==> config.mk <==
export PLATFORM = sky130hd
export DESIGN_NAME = keccak_f200_pin_hash_top
export DESIGN_NICKNAME = d
export VERILOG_FILES = /design/src/kfph_pkg.sv /design/src/kfph_round.sv /design/src/keccak_f200_pin_hash_top.sv
export SDC_FILE = /design/constraint.sdc
export NUM_CORES = 1
export LEC_CHECK = 0
export BUFFER_PORTS_ARGS = -buffer_cell sky130_fd_sc_hd__buf_2
export CAP_MARGIN = 5
export CELL_PAD_IN_SITES_DETAIL_PLACEMENT = 0
export CELL_PAD_IN_SITES_GLOBAL_PLACEMENT = 2
export CORE_ASPECT_RATIO = 1.2
export CORE_MARGIN = 2
export CORE_UTILIZATION = 40
export CTS_BUF_LIST = sky130_fd_sc_hd__clkbuf_8
export CTS_CLUSTER_SIZE = 40
export DETAILED_ROUTE_END_ITERATION = 10
export PLACE_DENSITY = 0.8
export SLEW_MARGIN = 10
export SYNTH_ARGS = -nofsm -noshare
export SYNTH_HDL_FRONTEND = slang
export SYNTH_HIERARCHICAL = 1
export SYNTH_SLANG_ARGS = --single-unit
==> constraint.sdc <==
create_clock -name clk -period 14.8 [get_ports clk]
set_input_delay 2.96 -clock clk [delete_from_list [all_inputs] [get_ports clk]]
set_output_delay 2.96 -clock clk [all_outputs]
set_load 0.02 [all_outputs]
==> src/kfph_pkg.sv <==
// ----------------------------------------------------------------------------
// kfph_pkg: shared types and constants for the PIN hash block
// Lane and state types, round bounds, the round constant table and the
// rho rotation amounts of Keccak-f[200].
// ----------------------------------------------------------------------------
package kfph_pkg;

    // One 8-bit lane and the full 25-lane state, lane (x,y) at index x + 5*y.
    typedef logic [7:0]       lane_t;
    typedef lane_t [24:0]     state_t;

    // Round bookkeeping. ROUNDS may be lowered; the last rounds are kept.
    localparam int unsigned TOTAL_ROUNDS = 18;
    localparam int unsigned ROUNDS       = 18;
    localparam int unsigned RND_W        = 5;
    localparam logic [RND_W-1:0] ROUND_FIRST = RND_W'(TOTAL_ROUNDS - ROUNDS);
    localparam logic [RND_W-1:0] ROUND_LAST  = RND_W'(TOTAL_ROUNDS - 1);

    // Padding block 01 00 00 80, byte 0 in the low bits.
    localparam logic [31:0] PAD_BLOCK = 32'h8000_0001;

    // Rho offsets reduced mod 8 for 8-bit lanes, indexed x + 5*y.
    localparam logic [2:0] ROT_OFF [25] = '{
        3'd0, 3'd1, 3'd6, 3'd4, 3'd3,
        3'd4, 3'd4, 3'd6, 3'd7, 3'd4,
        3'd3, 3'd2, 3'd3, 3'd1, 3'd7,
        3'd1, 3'd5, 3'd7, 3'd5, 3'd0,
        3'd2, 3'd2, 3'd5, 3'd0, 3'd6
    };

    // Low byte of the standard Keccak round constants.
    function automatic lane_t rc_of(input logic [RND_W-1:0] idx);
        lane_t rc;
        unique case (idx)
            5'd0:    rc = 8'h01;
            5'd1:    rc = 8'h82;
            5'd2:    rc = 8'h8a;
            5'd3:    rc = 8'h00;
            5'd4:    rc = 8'h8b;
            5'd5:    rc = 8'h01;
            5'd6:    rc = 8'h81;
            5'd7:    rc = 8'h09;
            5'd8:    rc = 8'h8a;
            5'd9:    rc = 8'h88;
            5'd10:   rc = 8'h09;
            5'd11:   rc = 8'h0a;
            5'd12:   rc = 8'h8b;
            5'd13:   rc = 8'h8b;
            5'd14:   rc = 8'h89;
            5'd15:   rc = 8'h03;
            5'd16:   rc = 8'h02;
            5'd17:   rc = 8'h80;
            default: rc = 8'h00;
        endcase
        return rc;
    endfunction

endpackage

==> src/kfph_round.sv <==
// ----------------------------------------------------------------------------
// kfph_round: one round of Keccak-f[200]
// Combinational theta, rho, pi, chi and iota over the 25-lane state. The
// sequencer in the top level feeds its output back for every round.
// ----------------------------------------------------------------------------
module kfph_round
    import kfph_pkg::*;
(
    input  state_t state_in,
    input  lane_t  rc,
    output state_t state_out
);

    lane_t  col_par [5];
    lane_t  col_mix [5];
    state_t a_st;
    state_t b_st;
    state_t chi_st;

    // Theta: column parities and the mixing term for each column.
    for (genvar x = 0; x < 5; x++)
    begin : g_col
        assign col_par[x] = state_in[x] ^ state_in[x+5] ^ state_in[x+10]
                          ^ state_in[x+15] ^ state_in[x+20];
    end

    for (genvar x = 0; x < 5; x++)
    begin : g_mix
        assign col_mix[x] = col_par[(x+4)%5]
                          ^ {col_par[(x+1)%5][6:0], col_par[(x+1)%5][7]};
    end

    // Theta applied, then rho rotation and pi lane move.
    for (genvar y = 0; y < 5; y++)
    begin : g_rp_y
        for (genvar x = 0; x < 5; x++)
        begin : g_rp_x
            logic [15:0] dbl;
            assign a_st[x+5*y] = state_in[x+5*y] ^ col_mix[x];
            assign dbl = {a_st[x+5*y], a_st[x+5*y]} << ROT_OFF[x+5*y];
            assign b_st[y+5*((2*x+3*y)%5)] = dbl[15:8];
        end
    end

    // Chi along each row.
    for (genvar y = 0; y < 5; y++)
    begin : g_chi_y
        for (genvar x = 0; x < 5; x++)
        begin : g_chi_x
            assign chi_st[x+5*y] = b_st[x+5*y]
                                 ^ (~b_st[(x+1)%5+5*y] & b_st[(x+2)%5+5*y]);
        end
    end

    // Iota on lane zero.
    always_comb
    begin
        state_out    = chi_st;
        state_out[0] = chi_st[0] ^ rc;
    end

endmodule

==> src/keccak_f200_pin_hash_top.sv <==
// ----------------------------------------------------------------------------
// keccak_f200_pin_hash_top: 64-bit Keccak-f[200] sponge digest of a PIN
// An iterative sponge: a single round unit runs three permutations in turn.
// ----------------------------------------------------------------------------
// Usage:
//   The slave stream carries one 32-bit PIN word per handshake; the master
//   stream returns one 64-bit digest word for each PIN word taken.
//   After a word is accepted the state is loaded with the PIN in lanes 0..3
//   and the shared round unit runs one round per cycle, except while a round
//   is held for the output register (below): 18 rounds absorb the PIN, 18
//   more after the pad block is XORed in, 18 more after the first four
//   digest bytes are squeezed. The digest becomes valid when the last
//   squeeze round completes, and s_tready returns at the same time.
//   s_tready stays low while a hash is in progress. The digest waits in an
//   output register; a new PIN word may be taken while it waits. The first
//   four digest bytes of the next hash land in that register, so if the
//   receiver still holds back the previous digest when the next hash
//   reaches the last round of its pad permutation, the sequencer holds that
//   round until the output register frees up.
//   Reset (rst_n low) drops the digest valid flag and returns to idle; any
//   hash in progress is dropped.
// ----------------------------------------------------------------------------
module keccak_f200_pin_hash_top
    import kfph_pkg::*;
(
    input  logic        clk,
    input  logic        rst_n,
    input  logic        s_tvalid,
    output logic        s_tready,
    input  logic [31:0] s_tdata,   // [31:0] pin_word
    output logic        m_tvalid,
    input  logic        m_tready,
    output logic [63:0] m_tdata    // [63:0] digest
);

    // Sequencer states and sponge phases.
    localparam logic       ST_IDLE   = 1'b0;
    localparam logic       ST_RUN    = 1'b1;
    localparam logic [1:0] PH_ABSORB = 2'd0;
    localparam logic [1:0] PH_PAD    = 2'd1;
    localparam logic [1:0] PH_SQZ    = 2'd2;

    logic             state_reg, state_next;
    logic [1:0]       phase_reg, phase_next;
    logic [RND_W-1:0] rnd_reg, rnd_next;
    state_t           st_reg, st_next;
    logic [63:0]      dig_reg, dig_next;
    logic             m_tvalid_reg, m_tvalid_next;

    state_t           round_out;
    logic             last_rnd;
    logic             out_busy;
    logic             advance;
    logic             s_fire;

    // Shared round unit.
    kfph_round u_round (
        .state_in  (st_reg),
        .rc        (rc_of(rnd_reg)),
        .state_out (round_out)
    );

    // Both squeeze points write the output register, so each waits for it.
    assign s_tready = (state_reg == ST_IDLE);
    assign s_fire   = s_tvalid && s_tready;
    assign m_tvalid = m_tvalid_reg;
    assign m_tdata  = dig_reg;
    assign last_rnd = (rnd_reg == ROUND_LAST);
    assign out_busy = m_tvalid_reg && !m_tready;
    assign advance  = (state_reg == ST_RUN)
                   && !(last_rnd && (phase_reg != PH_ABSORB) && out_busy);

    // Sequencer and sponge datapath.
    always_comb
    begin
        state_next    = state_reg;
        phase_next    = phase_reg;
        rnd_next      = rnd_reg;
        st_next       = st_reg;
        dig_next      = dig_reg;
        m_tvalid_next = m_tvalid_reg && !m_tready;

        unique case (state_reg)
            ST_IDLE:
            begin
                if (s_fire)
                begin
                    st_next      = '0;
                    st_next[3:0] = s_tdata;
                    phase_next   = PH_ABSORB;
                    rnd_next     = ROUND_FIRST;
                    state_next   = ST_RUN;
                end
            end
            ST_RUN:
            begin
                if (advance)
                begin
                    st_next  = round_out;
                    rnd_next = last_rnd ? ROUND_FIRST : rnd_reg + 1'b1;
                    if (last_rnd)
                    begin
                        case (phase_reg)
                            PH_ABSORB:
                            begin
                                st_next[3:0] = round_out[3:0] ^ PAD_BLOCK;
                                phase_next   = PH_PAD;
                            end
                            PH_PAD:
                            begin
                                dig_next[31:0] = round_out[3:0];
                                phase_next     = PH_SQZ;
                            end
                            default:
                            begin
                                dig_next[63:32] = round_out[3:0];
                                m_tvalid_next   = 1'b1;
                                phase_next      = PH_ABSORB;
                                state_next      = ST_IDLE;
                            end
                        endcase
                    end
                end
            end
            default:
            begin
                state_next = ST_IDLE;
            end
        endcase
    end

    // Control registers.
    always_ff @(posedge clk or negedge rst_n)
    begin
        if (!rst_n)
        begin
            state_reg    <= ST_IDLE;
            phase_reg    <= PH_ABSORB;
            rnd_reg      <= ROUND_FIRST;
            m_tvalid_reg <= 1'b0;
        end
        else
        begin
            state_reg    <= state_next;
            phase_reg    <= phase_next;
            rnd_reg      <= rnd_next;
            m_tvalid_reg <= m_tvalid_next;
        end
    end

    // Lane state and digest registers.
    always_ff @(posedge clk)
    begin
        st_reg  <= st_next;
        dig_reg <= dig_next;
    end

`ifndef SYNTHESIS
    // An accepted word always starts a permutation at the first round.
    a_start: assert property (@(posedge clk) disable iff (!rst_n)
        s_fire |=> (state_reg == ST_RUN) && (rnd_reg == ROUND_FIRST)
                   && (phase_reg == PH_ABSORB))
        else $error("hash did not start at the first absorb round");

    // A fresh digest only appears right after the last squeeze round.
    a_done: assert property (@(posedge clk) disable iff (!rst_n)
        (m_tvalid_reg && !$past(m_tvalid_reg)) |->
            ($past(state_reg) == ST_RUN) && ($past(phase_reg) == PH_SQZ)
            && $past(last_rnd))
        else $error("digest valid without a finished squeeze");

    // The round counter stays inside the selected round window.
    a_rnd: assert property (@(posedge clk) disable iff (!rst_n)
        (state_reg == ST_RUN) |-> (rnd_reg >= ROUND_FIRST) && (rnd_reg <= ROUND_LAST))
        else $error("round index out of range");

    // A waiting digest is never overwritten before it is taken.
    a_hold: assert property (@(posedge clk) disable iff (!rst_n)
        (m_tvalid_reg && !m_tready) |=> $stable(dig_reg))
        else $error("pending digest overwritten");

    // The sponge phase never reaches the unused code.
    a_phase: assert property (@(posedge clk) disable iff (!rst_n)
        phase_reg != 2'd3)
        else $error("illegal sponge phase");
`endif

endmodule

==> reports/metrics.sh <==
MAXIMUM_NUMBER_OF_PINS_ON_ONE_NET_BEFORE_GLOBAL_ROUTE_REPAIR=139
SYNTH_ASYNC_SR_FLOP_SHARE_PCT=3.30
TIGHTEST_SLEW_NS=1.13
FINAL-HOLD-VIOLATION-COUNT=0
ROUTEDWLPERCELL_UM=24.7
FINAL.MIN_CLOCK_PERIOD_NS=5.53
FINAL_COMMON_CELL='edfxtp_1'
DRC_ERRORS=0
MOSTFREQUENTLAYOUTCELLS='264 x edfxtp_1, 210 x xnor3_1, 172 x xnor2_1, 168 x and2_1, 101 x buf_2'
SYN_INST=1301
MIN_FROM='phase_reg[0]'
TIMING.HOLD.WORST_PATH_DEPTH=2
CTS_BUF_COUNT=48
CLK-INSERTION-DELAY-LATE_NS=0.62
GROUTE.USAGE.OVERALL_PCT=20.8
FINCLKSKEW_NS=0.0396
FINISH.NET_COUNT=1475
SHARE_OF_THE_CLOCK_PERIOD_USED_BY_THE_WORST_PATH_AFTER_LAYOUT_PCT=37.4
GRT_OVERFLOW_TOTAL=0
PATH_MAX_FANOUT=110
PLACEMENTROWS=89
PLACE.DETAILED.HPWL_UM=39300
MIN_DELAY_WORST_ENDPOINT='phase_reg[0]'
CTSROOTBUFFERMASTER='clkbuf_8'
NETLIST_AREA_SQ_UM=19700
PLACE_CONGESTION=0.865
SETUP_VIOL=0
CTS_NUM_SINKS=273
DRT-TOTAL-WL_UM=52000
GRT_FIRST_PASS_WIRELENGTH_UM=74400
WORST_SETUP_PATH_END_KIND='output pin'
POST_DRT_VIA_CELL_RATIO=4.90
WORST_REG2REG_PATH_LENGTH_IN_CELLS=4
CRIT-REG2REG-LAUNCH='state_reg'
SYNTH.AREA.MUX_SHARE_PCT=1.77
DIE_W_UM=207
YS_DOMINANT_REG_CELL='edfxtp_1'
SYN_WARNINGS=6
DESIGN.CORE.AREA_SQ_UM=48900
LAYOUT.FILLER_CELLS=4322
TIMING.RR.END='st_reg[114]'
TRITONCTS='done'
GRT_ANTENNA_BEFORE_REPAIR=1
FLOORPLAN.IO_PINS=102
SETUP_REPAIR_AFTER_GLOBAL_ROUTING_MISSED_ITS_MARGIN='false'
SYNTHESIS.AREA_PER_INSTANCE_SQ_UM=15.2
MAX_CAP_VIOLATIONS=0
POST_CTS_RESIZE_COUNT=0
REGTOREGSETUPSLACK_NS=11.24
CRITICALPATHCATEGORY='flip-flop to output pin'
CLK_PIN_SLEW_NS=0.06
AREA_DELTA_SYNTH_FINAL_PCT=11.1
DRV_SLEW=0
MIN-DELAY-PATH-CLASS='flip-flop to flip-flop'
DRT_ITER0_MARKERS=736
CRITPATHREQUIREDTIME_NS=11.84
SYNTH_TOP_FAMILY_BY_AREA='XOR/XNOR gates'
SYNTH_ADDER_AREA_SHARE_PCT=0.381
LAYOUT-DRIVE-GT1-SHARE_PCT=17.5
SYNTH-EDFF-COUNT=264
SYNTHSIMPLEGATEAREAFRAC_PCT=10.8
CTS_HOLD_BUF=0
CTS.REPAIR_TIMING.SETUP_BUFFER_COUNT=0
SYNTH_SEQ_CELLS=273
PORT_BUFFERS=101
SYNTH_COMPOUND_GATE_AREA_SHARE_PCT=0.730
YOSYSUNIQUECELLTYPES=44
LARGEST_REGISTER_FFS=200
DEEPEST_CLOCK_PATH_BUFFER_COUNT=3
DIE-HEIGHT_UM=247
DIE_AREA_SQ_UM=51100
VIA_COUNT=10327
DETAILEDROUTE.FIRSTPASSITERATIONCOUNT=5
SEQ_AREA_FRAC_SYNTH_PCT=41.4
POSTROUTEANTENNANETS=0
START_UTIL_PCT=40.3
RUN_STATUS='completed'
FINAL.SETUP.TNS_NS=0
XOR_XNOR_CELL_AREA_SHARE_OF_THE_YOSYS_NETLIST_PCT=44.3
ARRIVAL_NS=2.57
CRIT_PATH_START_KIND='flip-flop'
H-TREE-DEPTH=2
VIA_COUNT_OF_THE_FIRST_GLOBAL_ROUTING_PASS=10682
HIGHEST_CLOCK_RATE_GHz=0.181
SLEW_HEADROOM_PCT=24.8
==> how the worst max path moves through the flow <==
stage,start,endpoint,slack [ns],cells after the start
detailed placement,m_tready,st_reg[122],9.41,6
CTS,state_reg,s_tready,9.19,2
finish,state_reg,s_tready,9.27,2
global placement,m_tready,st_reg[179],9.43,6
floorplan,m_tready,st_reg[0],1.11,3
global route,state_reg,s_tready,9.02,2
==> layer usage <==
| metal | vias to the layer above | part of all wire (%) | track usage [%] |
|---|---|---|---|
| met5 | - | 0 | 0 |
| met4 | 0 | 4.4 | 9.14 |
| met3 | 80 | 4.7 | 2.99 |
| met2 | 269 | 52 | 36.4 |
| met1 | 5206 | 39 | 25.5 |
| li1 | 4772 | - | - |
==> stage by stage <==
stage | util, % | cells | cell area (sq um) | hold WS, ns | setup slack [ns]
2_1_floorplan | - | 1304 | 19700 | 0.555 | 1.11
3_3_place_gp | 42.9 | 2020 | 21000 | 0.581 | 9.43
3_5_place_dp | 42.9 | 2020 | 21000 | 0.596 | 9.41
4_1_cts | 44.8 | 2106 | 21900 | 0.606 | 9.19
5_1_grt | 44.8 | 2107 | 21900 | 0.631 | 9.02
6_report | 44.8 | 2107 | 21900 | 0.606 | 9.27
==> cell type report <==
class | count | area, sq um | area share [%]
diodes | 1 | 2.50 | 0.0114
clock buffers | 48 | 661 | 3.02
well taps | 637 | 797 | 3.64
clock inverters | 38 | 248 | 1.13
multi-input cells | 1001 | 11500 | 52.4
inverters | 4 | 15.0 | 0.0686
flip-flops and latches | 273 | 8160 | 37.2
repair buffers | 105 | 548 | 2.50
==> cell families (layout without fill, tap and decap cells) <==
group           count (synthesis)  in the layout
fa+ha+maj                       6              6
mux                            31             31
xor+xnor                      533            533
simple gates                  404            404
compound gates                 23             23
flops                         273            273
buf+inv                        30            195
other cells                     1              5
==> critical path, stage by stage, from the launching register on <==
cell	delay [ns]
dfrtp_4	1.15
clkinv_1	0.50
buf_2	0.29
==> cells in the mapped netlist (2+ instances only) <==
cell,number,area (sq um)
nor3_1,2,10.0
xor2_1,80,701
nand3_1,4,20.0
inv_1,3,11.3
o22ai_1,3,18.8
xnor3_1,210,4730
xor3_1,19,452
xnor3_2,10,238
clkbuf_1,19,71.3
mux2_2,31,349
xnor2_1,172,1510
buf_2,6,30.0
xnor2_2,4,65.1
o21ai_0,3,15.0
nand2b_1,26,163
and2_1,168,1050
dfrtp_1,9,225
nor2b_1,15,93.8
edfxtp_1,264,7930
a21oi_1,9,45.0
xnor2_4,37,1020
nor2_1,87,327
nor2b_2,3,26.3
nand2_1,92,345
ha_1,6,75.1
Power is left out: the tool's default activity adds up to more than one toggle a clock period on the data nets, which glitch-free logic cannot reach.
